`src/linear_blend_vertex_skinning_assert.svh`:
```
// Assertion macros for the skinning block.
// Each module that asserts needs clk_i and rst_ni in scope.
`ifndef LINEAR_BLEND_VERTEX_SKINNING_ASSERT_SVH
`define LINEAR_BLEND_VERTEX_SKINNING_ASSERT_SVH

// Condition that must hold at every clock edge outside reset.
`define LBS_ASSERT(lbl, prop, msg) \
  lbl: assert property (@(posedge clk_i) disable iff (!rst_ni) (prop)) else $error(msg);

// Implication in the same cycle.
`define LBS_ASSERT_IMPL(lbl, ante, cons, msg) \
  lbl: assert property (@(posedge clk_i) disable iff (!rst_ni) (ante) |-> (cons)) \
    else $error(msg);

// Implication in the next cycle.
`define LBS_ASSERT_NEXT(lbl, ante, cons, msg) \
  lbl: assert property (@(posedge clk_i) disable iff (!rst_ni) (ante) |=> (cons)) \
    else $error(msg);

`endif

```
`src/lbs_ram.sv`:
```
// Generic single-write, single-read RAM with registered read data.
// No dependencies.
module lbs_ram #(
  parameter int W = 32,
  parameter int D = 64
) (
  input  logic                                   clk_i,
  input  logic                                   we_i,
  input  logic [((D > 1) ? $clog2(D) : 1)-1:0]   waddr_i,
  input  logic [W-1:0]                           wdata_i,
  input  logic                                   re_i,
  input  logic [((D > 1) ? $clog2(D) : 1)-1:0]   raddr_i,
  output logic [W-1:0]                           rdata_o
);

  logic [W-1:0] mem_q [D];
  logic [W-1:0] rdata_q;

  always_ff @(posedge clk_i) begin
    if (we_i) mem_q[waddr_i] <= wdata_i;
    if (re_i) rdata_q <= mem_q[raddr_i];
  end

  assign rdata_o = rdata_q;

endmodule

```
`config.mk`:
```
export PLATFORM = sky130hd
export DESIGN_NAME = lbs_ram
export DESIGN_NICKNAME = d
export VERILOG_FILES = /design/src/linear_blend_vertex_skinning_assert.svh /design/src/lbs_ram.sv
export SDC_FILE = /design/constraint.sdc
export NUM_CORES = 2
export LEC_CHECK = 0
export ABC_CLOCK_PERIOD_IN_PS = 4640
export BUFFER_PORTS_ARGS = -buffer_cell sky130_fd_sc_hd__buf_2
export CAP_MARGIN = 0
export CORE_ASPECT_RATIO = 1.1
export CORE_MARGIN = 10
export CORE_UTILIZATION = 60
export DETAILED_ROUTE_END_ITERATION = 6
export PLACE_DENSITY = 0.79
export SLEW_MARGIN = 40
export SYNTH_ARGS = -nofsm -noshare
export SYNTH_HDL_FRONTEND = slang
export SYNTH_SLANG_ARGS = --single-unit
```
`constraint.sdc`:
```
create_clock -name clk_i -period 4.64 [get_ports clk_i]
set_input_delay 0.464 -clock clk_i [delete_from_list [all_inputs] [get_ports clk_i]]
set_output_delay 0.464 -clock clk_i [all_outputs]
set_load 0.05 [all_outputs]
```
# ---- After elaboration in Yosys (flattened, before gate mapping)
# Memory sizes are Yosys's and may differ from the RTL's. A register that Yosys moved wholly into a read port is not among the register bits.
# Index checks and enable logic that the tools add are counted.
dict set report classes {
  n_mux 2
}
# operator n
set op_table {}
lappend op_table {{two-way mux 1 bit} 2}
dict set report totals {
  reg_bits 0
  ramBits 2048
  inputBits 47
  output_inout_bits 32
  wordCells 3
  memories 1
}
# memory words word_bits rd rd_ports_with_merged_regs wr line
set mem_list {}
lappend mem_list {mem_q 64 32 1 1 1 lbs_ram.sv:16} ;# logic [W-1:0] mem_q [D];

# ---- Depth between registers and ports, before layout
dict set report depth {
  word_depth 2
  mapped_depth 10
}

# ---- Worst setup path before layout
# No wires, ideal clock.
dict set report synth_timing {
  path_kind {input -> register}
  startpoint {in waddr_i[3] in the netlist's numbering}
  endpoint {mem mem_q[48][0] (enable)}
  setup_time_ps 461
  arrival_ps 3163
  t_required_ps 4179
  slack_ps 1016
  path_stages 4
  cell_sequence {clkbuf_1 > nor2b_1 > nand4b_1 > nor3_1}
}
# item line
set synth_rtl {}
lappend synth_rtl {{start: declaration} lbs_ram.sv:9} ;# input logic [((D > 1) ? $clog2(D) : 1)-1:0] waddr_i,
lappend synth_rtl {{end: declaration} lbs_ram.sv:16}
# Straight into the memory's write port.

==> out/metrics.cfg <==
[setup_path]
critPathLaunchType = input pin
endpoint_kind = register
reg2reg_depth = 4
critPathKind = input pin to register
critPathLaunch = raddr_i[0]
arrival_ns = 3.60
r2r_start = mem_q[12][24]$_DFFE_PP_
crit_fanout = 63
r2r_setup_slack_ns = 2.06
critPathCapture = rdata_o[25]$_DFFE_PP_
crit_required_ns = 5.18
worstReg2RegEnd = rdata_o[24]$_DFFE_PP_

[yosys]
yosysUniqueCellTypes = 33
synthTopCellsByArea = edfxtp_1 (79%), mux4_2 (16%), mux2i_1 (1.2%), o22ai_1 (0.67%), nor2_1 (0.65%)
syn_area_sq_um = 78800
synthAdderAreaFrac = 0
syn_inst = 3324
synth_compound_area_frac = 0.0167
synth_ff_type = edfxtp_1
synth_top_family_by_area = multiplexers
async_flop_share = 0
syn_area_per_cell_sq_um = 23.7
synth_top_area_frac = 0.792
synthTopCellsByCount = edfxtp_1 (2080), mux4_2 (544), nor2_1 (137)
seq_area_frac_synth = 0.792
syn_nets = 3371
synth_edf_count = 2080
ys_warn_count = 0
yosys.cell_count.top_type = edfxtp_1
synthMuxAreaShare = 0.167
yosysTopAreaCell = edfxtp_1
synthSimpleGateAreaFrac = 0.0126
ys_ff_latch = 2080
synthXorXnorAreaFrac = 0

[sta]
fin_skew_ns = 0.0295
tightest_slew_ns = 0.953
slew-limit-headroom = 0.363
final_max_slew_viol_count = 0
fin_crit_ns = 3.06
setup_viol = 0
min_period_over_period = 0.660
hold_viol = 0
max_freq_mhz = 326
rsz0062_at_grt = no
setup_tns_ns = 0

[run]
maxCapViolCount = 0

[clock_tree]
cts_sinks = 2080
postCtsSetupRepairBufs = 0
cts_root_buf = clkbuf_16
cts_buffer_depth = 3
h-tree-depth = 4
cts_resized = 0
cts_buffers = 185
hold_buffers = 0
cts_tree = yes
clk_pin_slew_ns = 0.06
clock_latency_ns = 0.82

[placement]
gp_congestion = 0.821
placed_area_sq_um = 83000
hpwl_mm = 112
port_buffers = 78

[status]
status = finished clean

[routing]
drt_pre_antenna_iters = 5
via_per_inst = 7.12
drtIter0Drc = 6383
ant_nets = 0
routed_wl_mm = 213
vias = 39300
wl_per_cell_microns = 38.7
route.detailed.drc = 0

[grt]
grt_antenna_before_repair = 13
grt_pass1_wl_mm = 301
grt_overflow = 0
grt_usage = 0.295
grt_pass1_vias = 40200
grt_max_degree = 79

[final_layout]
layout-drive-gt1-share = 0.304
fill_cells = 7333
fin_util = 0.681
syn2layout_area_growth_pct = 12.9
fin_nets = 3639
final_area_sq_um = 89000

[die]
num_rows = 139
io_pins = 79
initial_core_util = 0.604
core_area_sq_um = 131000
die_w_microns = 366
die_h_microns = 400
dieArea_sq_um = 146000

[hold_path]
hp-class = input pin to register

[power_and_ir_drop]
finalPower_w = 0.0380
leakage_nw = 27.8
peakVddDrop_uv = 330
p_per_area_nw_per_um2 = 427

[registers in the layout, summed over array words and instances, names as in the netlist]
signal,count
mem_q,2048
rdata_o,32
[power by group]
| part | switching [W] | internal, W |
|---|---|---|
| Clock | 0.00674 | 0.00827 |
| Sequential | 0.0000759 | 0.0208 |
| Combinational | 0.00132 | 0.000712 |
| Total | 0.00814 | 0.0298 |
[placed cells by master (no fill, tap or decap), drive strengths merged, types with 8 or more instances in the layout]
cell type,netlist,final
clkbuf,74,224
nor2,137,137
a22oi,12,12
mux2i,93,93
nand2,26,26
clkinv,0,94
a21oi,62,62
a311oi,8,8
mux4,544,544
bufinv,0,15
nand2b,8,8
nor2b,15,15
edfxtp,2080,2080
o22ai,84,84
buf,108,263
o221ai,27,27
[critical path: stages]
cell     delay, ns
buf_8         0.31
buf_16        0.32
buf_12        0.43
mux4_2        0.60
mux4_2        0.52
o22ai_1       0.68
nor2_1        0.14
[cells by family after synthesis]
logic type | Yosys count
AO/OA/AOI/OAI | 202
buffers and inverters | 182
flip-flops | 2080
multiplexers | 637
AND/OR/NAND/NOR | 223
[how the worst min path moves through the flow]
stage	cells past startpoint	slack, ns	startpoint	end
6_report	1	0.18	wdata_i[7]	mem_q[33][7]$_DFFE_PP_
5_1_grt	1	0.17	re_i	rdata_o[1]$_DFFE_PP_
4_1_cts	1	0.14	re_i	rdata_o[1]$_DFFE_PP_
3_5_place_dp	4	0.82	mem_q[28][4]$_DFFE_PP_	rdata_o[4]$_DFFE_PP_
3_3_place_gp	4	0.81	mem_q[28][4]$_DFFE_PP_	rdata_o[4]$_DFFE_PP_
2_1_floorplan	0	0.56	wdata_i[0]	mem_q[0][0]$_DFFE_PP_
[layer usage]
| layer | global-route usage | wire [microns] | vias to the layer above |
|---|---|---|---|
| li1 | - | - | 14800 |
| met4 | 0.148 | 12700 | 12 |
| met1 | 0.384 | 69500 | 20400 |
| met3 | 0.0735 | 28200 | 671 |
| met2 | 0.467 | 103000 | 3379 |
| met5 | 0 | 72 | - |
[cell type report]
class,instances,area [sq um],share of cell area
sequential,2080,62500,0.702
clock inverter,119,992,0.0112
antenna,6,15.0,0.000169
clock buffer,224,4840,0.0544
timing repair buffer,263,2500,0.0281
multi-input combinational,1062,16000,0.180
tap,1762,2200,0.0248
[per-stage QoR]
stage,setup WS [ns],hold WS [ns],instances
finish,1.58,0.179,5516
global route,1.59,0.172,5511
CTS,1.68,0.140,5500
detailed placement,0.867,0.816,5157
global placement,0.752,0.807,5141
floorplan,1.02,0.563,3324
Note: power is estimated with default switching activity, not from simulation.
