`src/linear_blend_vertex_skinning_assert.svh`:
```
// Assertion macros for the skinning block.
// Each module that asserts needs clk_i and rst_ni in scope.
`ifndef LINEAR_BLEND_VERTEX_SKINNING_ASSERT_SVH
`define LINEAR_BLEND_VERTEX_SKINNING_ASSERT_SVH

// Condition that must hold at every clock edge outside reset.
`define LBS_ASSERT(lbl, prop, msg) \
  lbl: assert property (@(posedge clk_i) disable iff (!rst_ni) (prop)) else $error(msg);

// Implication in the same cycle.
`define LBS_ASSERT_IMPL(lbl, ante, cons, msg) \
  lbl: assert property (@(posedge clk_i) disable iff (!rst_ni) (ante) |-> (cons)) \
    else $error(msg);

// Implication in the next cycle.
`define LBS_ASSERT_NEXT(lbl, ante, cons, msg) \
  lbl: assert property (@(posedge clk_i) disable iff (!rst_ni) (ante) |=> (cons)) \
    else $error(msg);

`endif

```
`src/lbs_pkg.sv`:
```
// Shared constants, types and saturation helper for the skinning block.
// No dependencies.
package lbs_pkg;

  localparam int BONE_COUNT     = 64;
  localparam int MAX_INFLUENCES = 4;
  localparam int BONE_AW        = (BONE_COUNT > 1) ? $clog2(BONE_COUNT) : 1;
  localparam int MAT_ROWS       = 4;
  localparam int ROW_W          = 96;

  localparam logic [2:0]  REQ_ROW_WRITE = 3'd0;
  localparam logic [17:0] ONE_Q16       = 18'd65536;

  typedef logic [BONE_AW-1:0] bone_addr_t;

  typedef struct packed {
    logic                vld;
    logic                first;
    logic                last;
    logic                oor;
    logic [16:0]         weight;
    logic signed [31:0]  px;
    logic signed [31:0]  py;
    logic signed [31:0]  pz;
    bone_addr_t          addr;
  } step_t;

  typedef struct packed {
    logic             we;
    logic [1:0]       row;
    bone_addr_t       addr;
    logic [ROW_W-1:0] data;
  } wr_t;

  function automatic logic signed [31:0] sat32(logic signed [51:0] v);
    logic signed [31:0] r;
    if (v > 52'sd2147483647) r = 32'sh7fffffff;
    else if (v < -52'sd2147483648) r = 32'sh80000000;
    else r = $signed(v[31:0]);
    return r;
  endfunction

endpackage

```
`src/lbs_issue.sv`:
```
// Input stage: takes words, issues row writes, steps through a vertex's bones.
// Depends on lbs_pkg and the assertion header.
`include "linear_blend_vertex_skinning_assert.svh"

module lbs_issue (
  input  logic           clk_i,
  input  logic           rst_ni,
  input  logic           in_vld_i,
  input  logic [2:0]     in_user_i,
  input  logic [175:0]   in_data_i,
  input  logic           adv_i,
  output logic           in_rdy_o,
  output lbs_pkg::step_t step_o,
  output lbs_pkg::wr_t   wr_o
);

  logic               busy_q;
  logic [1:0]         cnt_q;
  logic [2:0]         n_q;
  logic [5:0]         bones_q [4];
  logic [16:0]        wts_q   [4];
  logic signed [31:0] px_q, py_q, pz_q;

  logic [5:0]   bone_in [4];
  logic [15:0]  w_in    [4];
  logic [16:0]  wts_d   [4];
  logic [17:0]  given;
  logic [16:0]  last_w;
  logic         at_last;
  logic         acc;
  logic         take_vtx;
  logic [5:0]   cur_bone;

  assign bone_in[0] = in_data_i[5:0];
  assign bone_in[1] = in_data_i[11:6];
  assign bone_in[2] = in_data_i[17:12];
  assign bone_in[3] = in_data_i[23:18];
  assign w_in[0]    = in_data_i[39:24];
  assign w_in[1]    = in_data_i[55:40];
  assign w_in[2]    = in_data_i[71:56];
  assign w_in[3]    = '0;

  assign at_last  = ({1'b0, cnt_q} == (n_q - 3'd1));
  assign in_rdy_o = adv_i && (!busy_q || at_last);
  assign acc      = in_vld_i && in_rdy_o;
  assign take_vtx = acc && (in_user_i != lbs_pkg::REQ_ROW_WRITE)
                    && (32'(in_user_i) <= 32'(lbs_pkg::MAX_INFLUENCES));

  always_comb begin
    given = '0;
    for (int i = 0; i < 3; i++) begin
      if (3'(i + 1) < in_user_i) given = given + 18'(w_in[i]);
    end
    last_w = (given >= lbs_pkg::ONE_Q16) ? 17'd0 : 17'(lbs_pkg::ONE_Q16 - given);
    for (int i = 0; i < 4; i++) begin
      wts_d[i] = (3'(i + 1) == in_user_i) ? last_w : {1'b0, w_in[i]};
    end
  end

  always_ff @(posedge clk_i or negedge rst_ni) begin
    if (!rst_ni) begin
      busy_q <= 1'b0;
      cnt_q  <= '0;
      n_q    <= '0;
    end else if (take_vtx) begin
      busy_q <= 1'b1;
      cnt_q  <= '0;
      n_q    <= in_user_i;
    end else if (adv_i && busy_q) begin
      if (at_last) busy_q <= 1'b0;
      else cnt_q <= cnt_q + 2'd1;
    end
  end

  always_ff @(posedge clk_i) begin
    if (take_vtx) begin
      bones_q <= bone_in;
      wts_q   <= wts_d;
      px_q    <= $signed(in_data_i[103:72]);
      py_q    <= $signed(in_data_i[135:104]);
      pz_q    <= $signed(in_data_i[167:136]);
    end
  end

  assign cur_bone = bones_q[cnt_q];

  always_comb begin
    step_o.vld    = busy_q;
    step_o.first  = (cnt_q == 2'd0);
    step_o.last   = at_last;
    step_o.oor    = 32'(cur_bone) >= 32'(lbs_pkg::BONE_COUNT);
    step_o.weight = wts_q[cnt_q];
    step_o.px     = px_q;
    step_o.py     = py_q;
    step_o.pz     = pz_q;
    step_o.addr   = lbs_pkg::BONE_AW'(cur_bone);
  end

  always_comb begin
    wr_o.we   = acc && (in_user_i == lbs_pkg::REQ_ROW_WRITE)
                && (32'(bone_in[0]) < 32'(lbs_pkg::BONE_COUNT));
    wr_o.row  = in_data_i[169:168];
    wr_o.addr = lbs_pkg::BONE_AW'(bone_in[0]);
    wr_o.data = in_data_i[167:72];
  end

  `LBS_ASSERT_IMPL(a_cnt_range, busy_q, ({1'b0, cnt_q} < n_q), "bone step past count")
  `LBS_ASSERT_IMPL(a_n_range, busy_q,
    (n_q != 3'd0) && (32'(n_q) <= 32'(lbs_pkg::MAX_INFLUENCES)), "bad bone count")
  `LBS_ASSERT_NEXT(a_hold, busy_q && !adv_i, busy_q && $stable(cnt_q), "step moved in stall")

endmodule

```
`config.mk`:
```
export PLATFORM = sky130hd
export DESIGN_NAME = lbs_issue
export DESIGN_NICKNAME = d
export VERILOG_FILES = /design/src/lbs_pkg.sv /design/src/lbs_issue.sv
export VERILOG_INCLUDE_DIRS = /design/src /design/src/src
export SDC_FILE = /design/constraint.sdc
export NUM_CORES = 1
export LEC_CHECK = 0
export BUFFER_PORTS_ARGS = -buffer_cell sky130_fd_sc_hd__clkbuf_2
export CORE_ASPECT_RATIO = 0.9
export CORE_MARGIN = 2
export CORE_UTILIZATION = 45
export DETAILED_ROUTE_END_ITERATION = 12
export PLACE_DENSITY = 0.77
export SLEW_MARGIN = 10
export SYNTH_ARGS = -nofsm -noshare
export SYNTH_HDL_FRONTEND = slang
export SYNTH_SLANG_ARGS = --single-unit
```
`constraint.sdc`:
```
create_clock -name clk_i -period 10.45 [get_ports clk_i]
set_input_delay 0.5225 -clock clk_i [delete_from_list [all_inputs] [get_ports clk_i]]
set_output_delay 0.5225 -clock clk_i [all_outputs]
set_load 0.05 [all_outputs]
```
# Word-level counts from Yosys, hierarchy flattened
# Cells that the tools add are included.
# word_totals
register_bits	194
input_bits	183
out_inout_bits	229
wordCells	69
# classes
add_sub_neg	5
muxes	19
bitwise	1
eq_ne	6
order_cmp	6
reduce_logical	15
# ops
op	n
2-to-1 mux 16 bit	4
2-to-1 mux 17 bit	3
adder 18 x 16 -> 18 bit	2
2-to-1 mux 18 bit	2
binary-select mux 17 bit (select 2 bit)	1
greater-or-equal comparator 18 x 17 -> 1 bit, second input constant	1
subtractor 17 bit, first input constant	1
binary-select mux 6 bit (select 2 bit)	1
2-to-1 mux 6 bit	2
equality test 2 x 3 -> 1 bit, first input constant	2
logical AND 1 bit	6
< comparator 2 x 3 -> 1 bit, first input constant	2
2-to-1 mux 2 bit	3
AND reduction 2 bit	2
nonzero test 2 bit	2
equality test 1 x 3 -> 1 bit, first input constant	1
equality test 2 x 3 -> 1 bit	1
equality test 3 bit, first input constant	1
greater-or-equal comparator 3 bit, second input constant	1
less-or-equal comparator 3 bit, second input constant	1
logical NOT 3 bit	1
< comparator 1 x 3 -> 1 bit, first input constant	1
2-to-1 mux 1 bit	3
inverter 2 -> 3 bit	1
other kinds (7)	7

# Longest topological paths before layout
# Gate-level depths: netlist of run 1.
# depth
ltp_word	9
depth_mapped	27
mapped_depth_nobuf	24

# Least setup slack after synthesis of run 1
# Ideal clock, no wire load.
# synth_path
kind	register -> register
start	register n_q[0]
end	register bones_q[0] (netlist name), enable pin
n_path_buf	0
period_less_slack_ns	10.373
setup_time_ns	0.742
path_stages_with_launch	9
required_ns	9.708
arrival_time_ns	9.632
slack_ns	0.077
cell_sequence	dfrtp_1 inv_1 ha_1 xor2_1 nand3_1 nand2_1 and2_1 nand2_1 nor2_1
# synth_between
elab_chain_len	7
# synth_rtl
item	line_no	source
start, declared	lbs_issue.sv:19	logic [2:0] n_q;
start signal, assigned	lbs_issue.sv:68	n_q <= in_user_i;
subtractor 3 x 1 -> 3 bit	lbs_issue.sv:43	assign at_last = ({1'b0, cnt_q} == (n_q - 3'd1));
equality test 2 x 3 -> 1 bit	lbs_issue.sv:43	
logical OR 1 bit	lbs_issue.sv:44	assign in_rdy_o = adv_i && (!busy_q || at_last);
logical AND 1 bit	lbs_issue.sv:44	
named net in_rdy_o	lbs_issue.sv:12	output logic in_rdy_o,
logical AND 1 bit	lbs_issue.sv:45	assign acc = in_vld_i && in_rdy_o;
logical AND 1 bit	lbs_issue.sv:46	assign take_vtx = acc && (in_user_i != lbs_pkg::REQ_ROW_WRITE)
logical AND 1 bit	lbs_issue.sv:47	&& (32'(in_user_i) <= 32'(lbs_pkg::MAX_INFLUENCES));
named net take_vtx	lbs_issue.sv:31	logic take_vtx;
end signal, assigned	lbs_issue.sv:77	bones_q <= bone_in;
end, declared	lbs_issue.sv:20	logic [5:0] bones_q [4];
# The timed path passes the listed nets, and every way through them passes these cells.
# A chain may end at the register's enable or synchronous reset.

# Worst setup path after layout of run 1
# layout_path
start	input port in_user_i[2]
end	register wts_q[16] (netlist name), data pin
# layout_between
elab_chain_len	8
elab_cells_between_ends	12
classes_between	add/sub: 3; order compare: 4; eq/ne: 1; mux: 4
# layout_rtl
item	line_no	source
start, declared	lbs_issue.sv:9	input logic [2:0] in_user_i,
< comparator 1 x 3 -> 1 bit	lbs_issue.sv:52	if (3'(i + 1) < in_user_i) given = given + 18'(w_in[i]);
2-to-1 mux 16 bit	lbs_issue.sv:52	
adder 18 x 16 -> 18 bit	lbs_issue.sv:52	
2-to-1 mux 18 bit	lbs_issue.sv:52	
adder 18 x 16 -> 18 bit	lbs_issue.sv:52	
2-to-1 mux 18 bit	lbs_issue.sv:52	
subtractor 17 bit or greater-or-equal comparator 18 x 17 -> 1 bit (tied branches)	lbs_issue.sv:54	last_w = (given >= lbs_pkg::ONE_Q16) ? 17'd0 : 17'(lbs_pkg::ONE_Q16 - given);
2-to-1 mux 17 bit	lbs_issue.sv:54	
end signal, assigned	lbs_issue.sv:78	wts_q <= wts_d;
end, declared	lbs_issue.sv:21	logic [16:0] wts_q [4];
# Several ways; a longest one is shown, not always the timed one.

==> reports/results.ini, run 1 <==
[status]
status=finished, final reports clean

[yosys]
synth_top_cell_area_share_pct=52.0
ys_seq_area_share_pct=53.4
netlist_instances=928
async_flop_share_pct=3.09
synth_cell_type_count=85
syn-cell-area_mm2=0.0109
synth_edf_count=188
yosysTopAreaCell=edfxtp_1
avgSynthCellArea_um2=11.7
synth_flop_cell=edfxtp_1
synth_area_leaders=edfxtp_1, buf_4, mux4_2
yosysWarningCount=0
synth-seq-cells=194
synth.net_count=1144

[sta]
maxSlewHeadroom_pct=29.8
finalHoldViolCount=0
setup_viol=0
post-route-period-util_pct=65.6
setup-tns-final_ps=0
setup_ws_ps=3600
grt_setup_unrepaired=no
layout_min_cycle_time_ps=6850
maxSlewViolCount=0
clock.fmax_mhz=146
worst-slew-pin-transition_ps=1050
whs_ps=259
finalClockSkew_ps=13.0

[final_layout]
most-common-layout-cells=clkbuf_2, edfxtp_1, nand2_1, o21ai_0, nor2_1
fill_cells=1994
nets=1424
seq_area_mm2=0.00580
final_common_cell=clkbuf_2
drive_above_1_share_pct=39.4
syn_to_final_growth_pct=18.8
fin_cells=1525
multi_input_area_mm2=0.00396

[place]
pre_cts_ws_ps=3250
gp_congestion=0.976
numPlacedInstances=1490
hpwl_mm=27.6
numPortBuffers=400

[clock_network]
clkTransAtPathRegs_ps=80
cts_tree=done
insertion_delay_ps=430
cts-root-buf=clkbuf_16
htreeDepth=4
postCtsSetupBuffers=0
clockBufferDepth=2
ctsHoldBuffers=1
cts_sinks=194
cts_buffers=17
cts-resized-gates=0

[pwr]
p_per_area_mw_per_mm2=193
ir_drop_v=0.000104
totalPowerFinal_w=0.00250
p_leak_nw=5.46

[worst_hold_path]
hold_class=in2reg

[detailed_routing]
drt-wirelength-per-cell_um=23.0
wirelength_mm=35.0
first_pass_iters=6
drcViolationCount=0
vias=8733
via_per_inst=5.73
ant_nets=0
drt_iter0_markers=977

[global_routing]
grt_pass1_vias=7862
grt_use_total_pct=26.3
grt_pass1_wl_mm=48.8
antenna_found_initial=8
grt_max_degree=84
gr-total-overflow=0

[die]
die_h_um=151
initial_utilization_pct=46.1
core_mm2=0.0235
die_x_um=168
dieArea_mm2=0.0254
row_count=53
ios=412

[critical_path]
cp_top_family=simple AND/OR/NAND/NOR gates
crit_arrival_ps=7090
crit_buf_inv=5
endpoint_kind=flop
crit_slowest_cell=nand3b_1
critPathMaxFanout=41
crit_path_start_kind=input port
slowest_delay_ps=660
required_ps=10680
crit_top_cell=a21oi_1
critical_path_class=in2reg

[flow_run]
max_cap_viol_count=0

-- registers in the layout (all words and copies together) (netlist names) --
name     count
bones_q     24
busy_q       1
cnt_q        2
n_q          3
px_q        32
py_q        32
pz_q        32
wts_q       68
-- metrics by stage --
stage / cell area, um2 / util [%]
3_5_place_dp: 12300 / 52.3
2_1_floorplan: 10900 / -
5_1_grt: 12900 / 54.8
3_3_place_gp: 12300 / 52.3
6_report: 12900 / 54.8
4_1_cts: 12900 / 54.8
-- cell type report --
class / instances / share of cell area (%)
Sequential cell: 194 / 44.9
Timing Repair Buffer: 410 / 16.1
Multi-Input combinational cell: 555 / 30.7
Antenna cell: 3 / 0.0582
Clock buffer: 17 / 3.30
Inverter: 30 / 0.873
Tap cell: 302 / 2.93
Clock inverter: 14 / 1.11
-- cell usage after synthesis (10+ instances only) --
master,number
nand3_1,13
buf_4,107
o21ai_0,62
xor2_1,16
and2_1,23
ha_1,31
inv_1,30
xnor2_1,29
nand2_1,101
a21oi_1,38
nor2_1,48
edfxtp_1,188
mux4_2,23
clkbuf_1,26
nor3_1,10
-- worst paths after layout --
kind                               startpoint    endpoint  slack, ps  cells after the start
worst min register to register         n_q[1]      n_q[1]        570                      2
max in group asynchronous              rst_ni      n_q[2]       9830                      2
worst max register to register         n_q[0]    px_q[22]       6920                      9
min in group asynchronous              rst_ni    cnt_q[0]        460                      2
worst min-delay path            in_data_i[22]  bones_q[4]        260                      1
worst max-delay path             in_user_i[2]   wts_q[16]       3600                     27
-- where the power goes --
group          total, W  internal [W]  switching [W]
clock          0.000643      0.000336       0.000307
sequential     0.000919      0.000906      0.0000131
combinational  0.000934      0.000277       0.000657
total           0.00250       0.00152       0.000977
-- cells by family after synthesis --
group | share of synthesized area, %
multiplexers | 5.38
XOR/XNOR | 3.63
buffers and inverters | 10.2
AND/OR/NAND/NOR | 11.4
flip-flops | 53.4
other | 0.0345
adder cells (fa/ha/maj) | 4.03
AO/OA/AOI/OAI | 11.9
-- layer usage --
layer  GRT usage, %  vias to the layer above  wire, um
met5              0                        -        62
met4           7.48                       10       749
met3           10.0                       64      4290
met2           40.4                      524     16000
met1           35.0                     4229     13900
li1               -                     3906         -
No activity file was read; power rests on OpenSTA's default activity.
==> run 2: changes to the inputs <==
--- a/config.mk
+++ b/config.mk
@@ -7,11 +7,10 @@
 export NUM_CORES = 1
 export LEC_CHECK = 0
 export BUFFER_PORTS_ARGS = -buffer_cell sky130_fd_sc_hd__clkbuf_2
-export CORE_ASPECT_RATIO = 0.9
-export CORE_MARGIN = 2
-export CORE_UTILIZATION = 45
+export CORE_AREA = 2 2 160 162
 export DETAILED_ROUTE_END_ITERATION = 12
-export PLACE_DENSITY = 0.77
+export DIE_AREA = 0 0 162 164
+export PLACE_DENSITY = 0.73
 export SLEW_MARGIN = 10
 export SYNTH_ARGS = -nofsm -noshare
 export SYNTH_HDL_FRONTEND = slang
==> constraint.sdc (replaced) <==
create_clock -name clk_i -period 6.7 [get_ports clk_i]
set_input_delay 0.335 -clock clk_i [delete_from_list [all_inputs] [get_ports clk_i]]
set_output_delay 0.335 -clock clk_i [all_outputs]
set_load 0.05 [all_outputs]
==> run 2 against run 1 <==
  * Clock skew is essentially flat
  * Utilization down 2.5 points
  * Register-to-register slack got worse by 3500 ps
  * Global-route usage is 2.1 points lower
  * Sequential share of layout area shrank 0.24 points
  * Cell area grew 0.54%
  * Sequential power increased by 56%
  * Clock-buffer cell count grew 1
  * Highest routed layer unchanged
==> reports/results.ini, run 2 (synthesis results as in run 1) <==
[sta]
finalClockSkew_ps=12.6  ; -0.462 ps
maxSlewViolCount=0  ; unchanged
layout_min_cycle_time_ps=5350
worst-slew-pin-transition_ps=1140  ; +88.8 ps
setup_viol=0  ; unchanged
maxSlewHeadroom_pct=23.7  ; -6.1 points
post-route-period-util_pct=79.9
clock.fmax_mhz=187
grt_setup_unrepaired=no
finalHoldViolCount=0  ; unchanged
setup-tns-final_ps=0  ; unchanged

[place]
gp_congestion=0.930  ; -4.8%
numPlacedInstances=1525  ; +2.3%
hpwl_mm=27.1  ; -1.7%
placedInstanceArea_mm2=0.0124  ; +0.71%
numPortBuffers=400  ; unchanged

[detailed_routing]
drcViolationCount=0  ; unchanged
drt-wirelength-per-cell_um=21.6  ; -6.1%
vias=8481  ; -2.9%
drt_iter0_markers=831  ; -15%
via_per_inst=5.44  ; -5.0%
ant_nets=0  ; unchanged
wirelength_mm=33.6  ; -4.0%
first_pass_iters=5  ; -1

[critical_path]
ff2ff_setup_slack_ps=3380  ; -3540 ps
worstRegToRegCells=10  ; +1
reg2reg_to=py_q[15]
slowest_delay_ps=510  ; -150 ps
required_ps=6860  ; -3820 ps
crit_path_start_kind=input port
critical_path_class=in2reg
endpoint_kind=flop
worstSetupStartpoint=in_user_i[2]
path_cells=clkbuf_2 -> or2_1 -> and2_1 -> ha_1 -> inv_1 -> fa_1 -> inv_1 -> a21oi_1 -> o311a_2 -> nor3_1 -> nand2_1 -> and2_1 -> xor2_1 -> o21ai_0 -> ha_1 -> nand4_1 -> o311ai_0 -> a21oi_1 -> a211o_1 -> nor4_2 -> nand4_2 -> xnor2_1 -> o21ai_0
crit_slowest_cell=o311a_2
r2r_start=n_q[0]
endpoint=wts_q[31]
crit_arrival_ps=5520  ; -1570 ps
critPathMaxFanout=8  ; -80%

[clock_network]
cts-resized-gates=0  ; unchanged
cts_sinks=194  ; unchanged
cts_buffers=17  ; unchanged
insertion_delay_ps=430  ; about the same
clkTransAtPathRegs_ps=70  ; about the same
clockBufferDepth=2  ; unchanged
htreeDepth=4  ; unchanged
cts-root-buf=clkbuf_16
cts_tree=done

[global_routing]
grt_pass1_vias=7800  ; -0.79%
grt_pass1_wl_mm=47.6  ; -2.5%
grt_max_degree=78  ; -7.1%
antenna_found_initial=6  ; -2
gr-total-overflow=0  ; unchanged
grt_use_total_pct=24.3  ; -2.1 points

[pwr]
p_leak_nw=5.48  ; +0.36%
ir_drop_v=0.000171  ; +64%
p_per_area_mw_per_mm2=296  ; +53%

[final_layout]
design_area_mm2=0.0130  ; +0.54%
most-common-layout-cells=clkbuf_2, edfxtp_1, nand2_1, o21ai_0, nor2_1
final_common_cell=clkbuf_2
fin_cells=1559  ; +2.2%
largest_register=wts_q
final_core_util_pct=52.3  ; -2.5 points
drive_above_1_share_pct=39.7  ; +0.31 points
largest_reg_flops=68  ; unchanged
nets=1431  ; +0.49%
syn_to_final_growth_pct=19.5

[die]
ios=412  ; unchanged
die_h_um=164  ; +8.3%
initial_utilization_pct=43.8  ; -2.4 points
row_count=58  ; +9.4%
core_mm2=0.0248  ; +5.4%
die_x_um=162  ; -3.4%
dieArea_mm2=0.0266  ; +4.6%

[flow_run]
max_cap_viol_count=0  ; unchanged

[status]
status=finished, final reports clean

[worst_hold_path]
min_path_cells=1  ; unchanged
hold_class=in2reg

==> run 2: worst max-delay path, delay by kind of cell <==
kind,cells,cell delay (ps)
xor gates and xnor gates,2,490
adders and majority gates,3,970
and+or+nand+nor,8,1790
buffers and inverters,3,220
AOI/OAI and AO/OA,7,1710
==> run 2: layer usage <==
layer	vias to the layer above	global-route usage, %	routed length, um
met5	-	0	71
met4	10	7.68	910
met3	62	7.75	3410
met2	443	38.9	15900
met1	4064	31.4	13300
li1	3902	-	-
==> run 2: final cells by class <==
class	count	area, um2
flip-flops and latches	194	5800
inverters	30	113
multi-input cells	555	3960
diodes	1	2.50
fillers	2222	11800
clock inverters	14	128
repair buffers	417	2130
well taps	330	413
clock buffers	18	429
==> run 2: timing repair <==
item / CTS / global route
setup buffers: 0 / 0
hold buffers: 1 / 0
hold endpoints to repair: 6 / 0
==> run 2: how the worst min path moves through the flow <==
| stage | end | from | slack (ps) |
|---|---|---|---|
| after CTS | bones_q[1] | in_data_i[19] | 60 |
| after floorplan | busy_q | rst_ni | 40 |
| after global placement | busy_q | rst_ni | 170 |
| after detailed placement | busy_q | rst_ni | 170 |
| after global routing | bones_q[11] | in_data_i[17] | 60 |
| final | bones_q[11] | in_data_i[17] | 80 |
==> run 2: stage by stage <==
step | worst slack (ps) | power (W) | hold WS, ps
after global routing | 917 | 0.00401 | 62.3
after CTS | 1400 | 0.00386 | 62.7
after global placement | 1030 | 0.00289 | 172
after detailed placement | 959 | 0.00290 | 174
final | 1350 | 0.00384 | 83.5
after floorplan | 1420 | 0.00259 | 39.4
==> run 2: where the power goes <==
group | switching (W) | internal [W]
logic | 0.00101 | 0.000437
registers | 0.0000210 | 0.00141
clock network | 0.000449 | 0.000518
total | 0.00148 | 0.00237
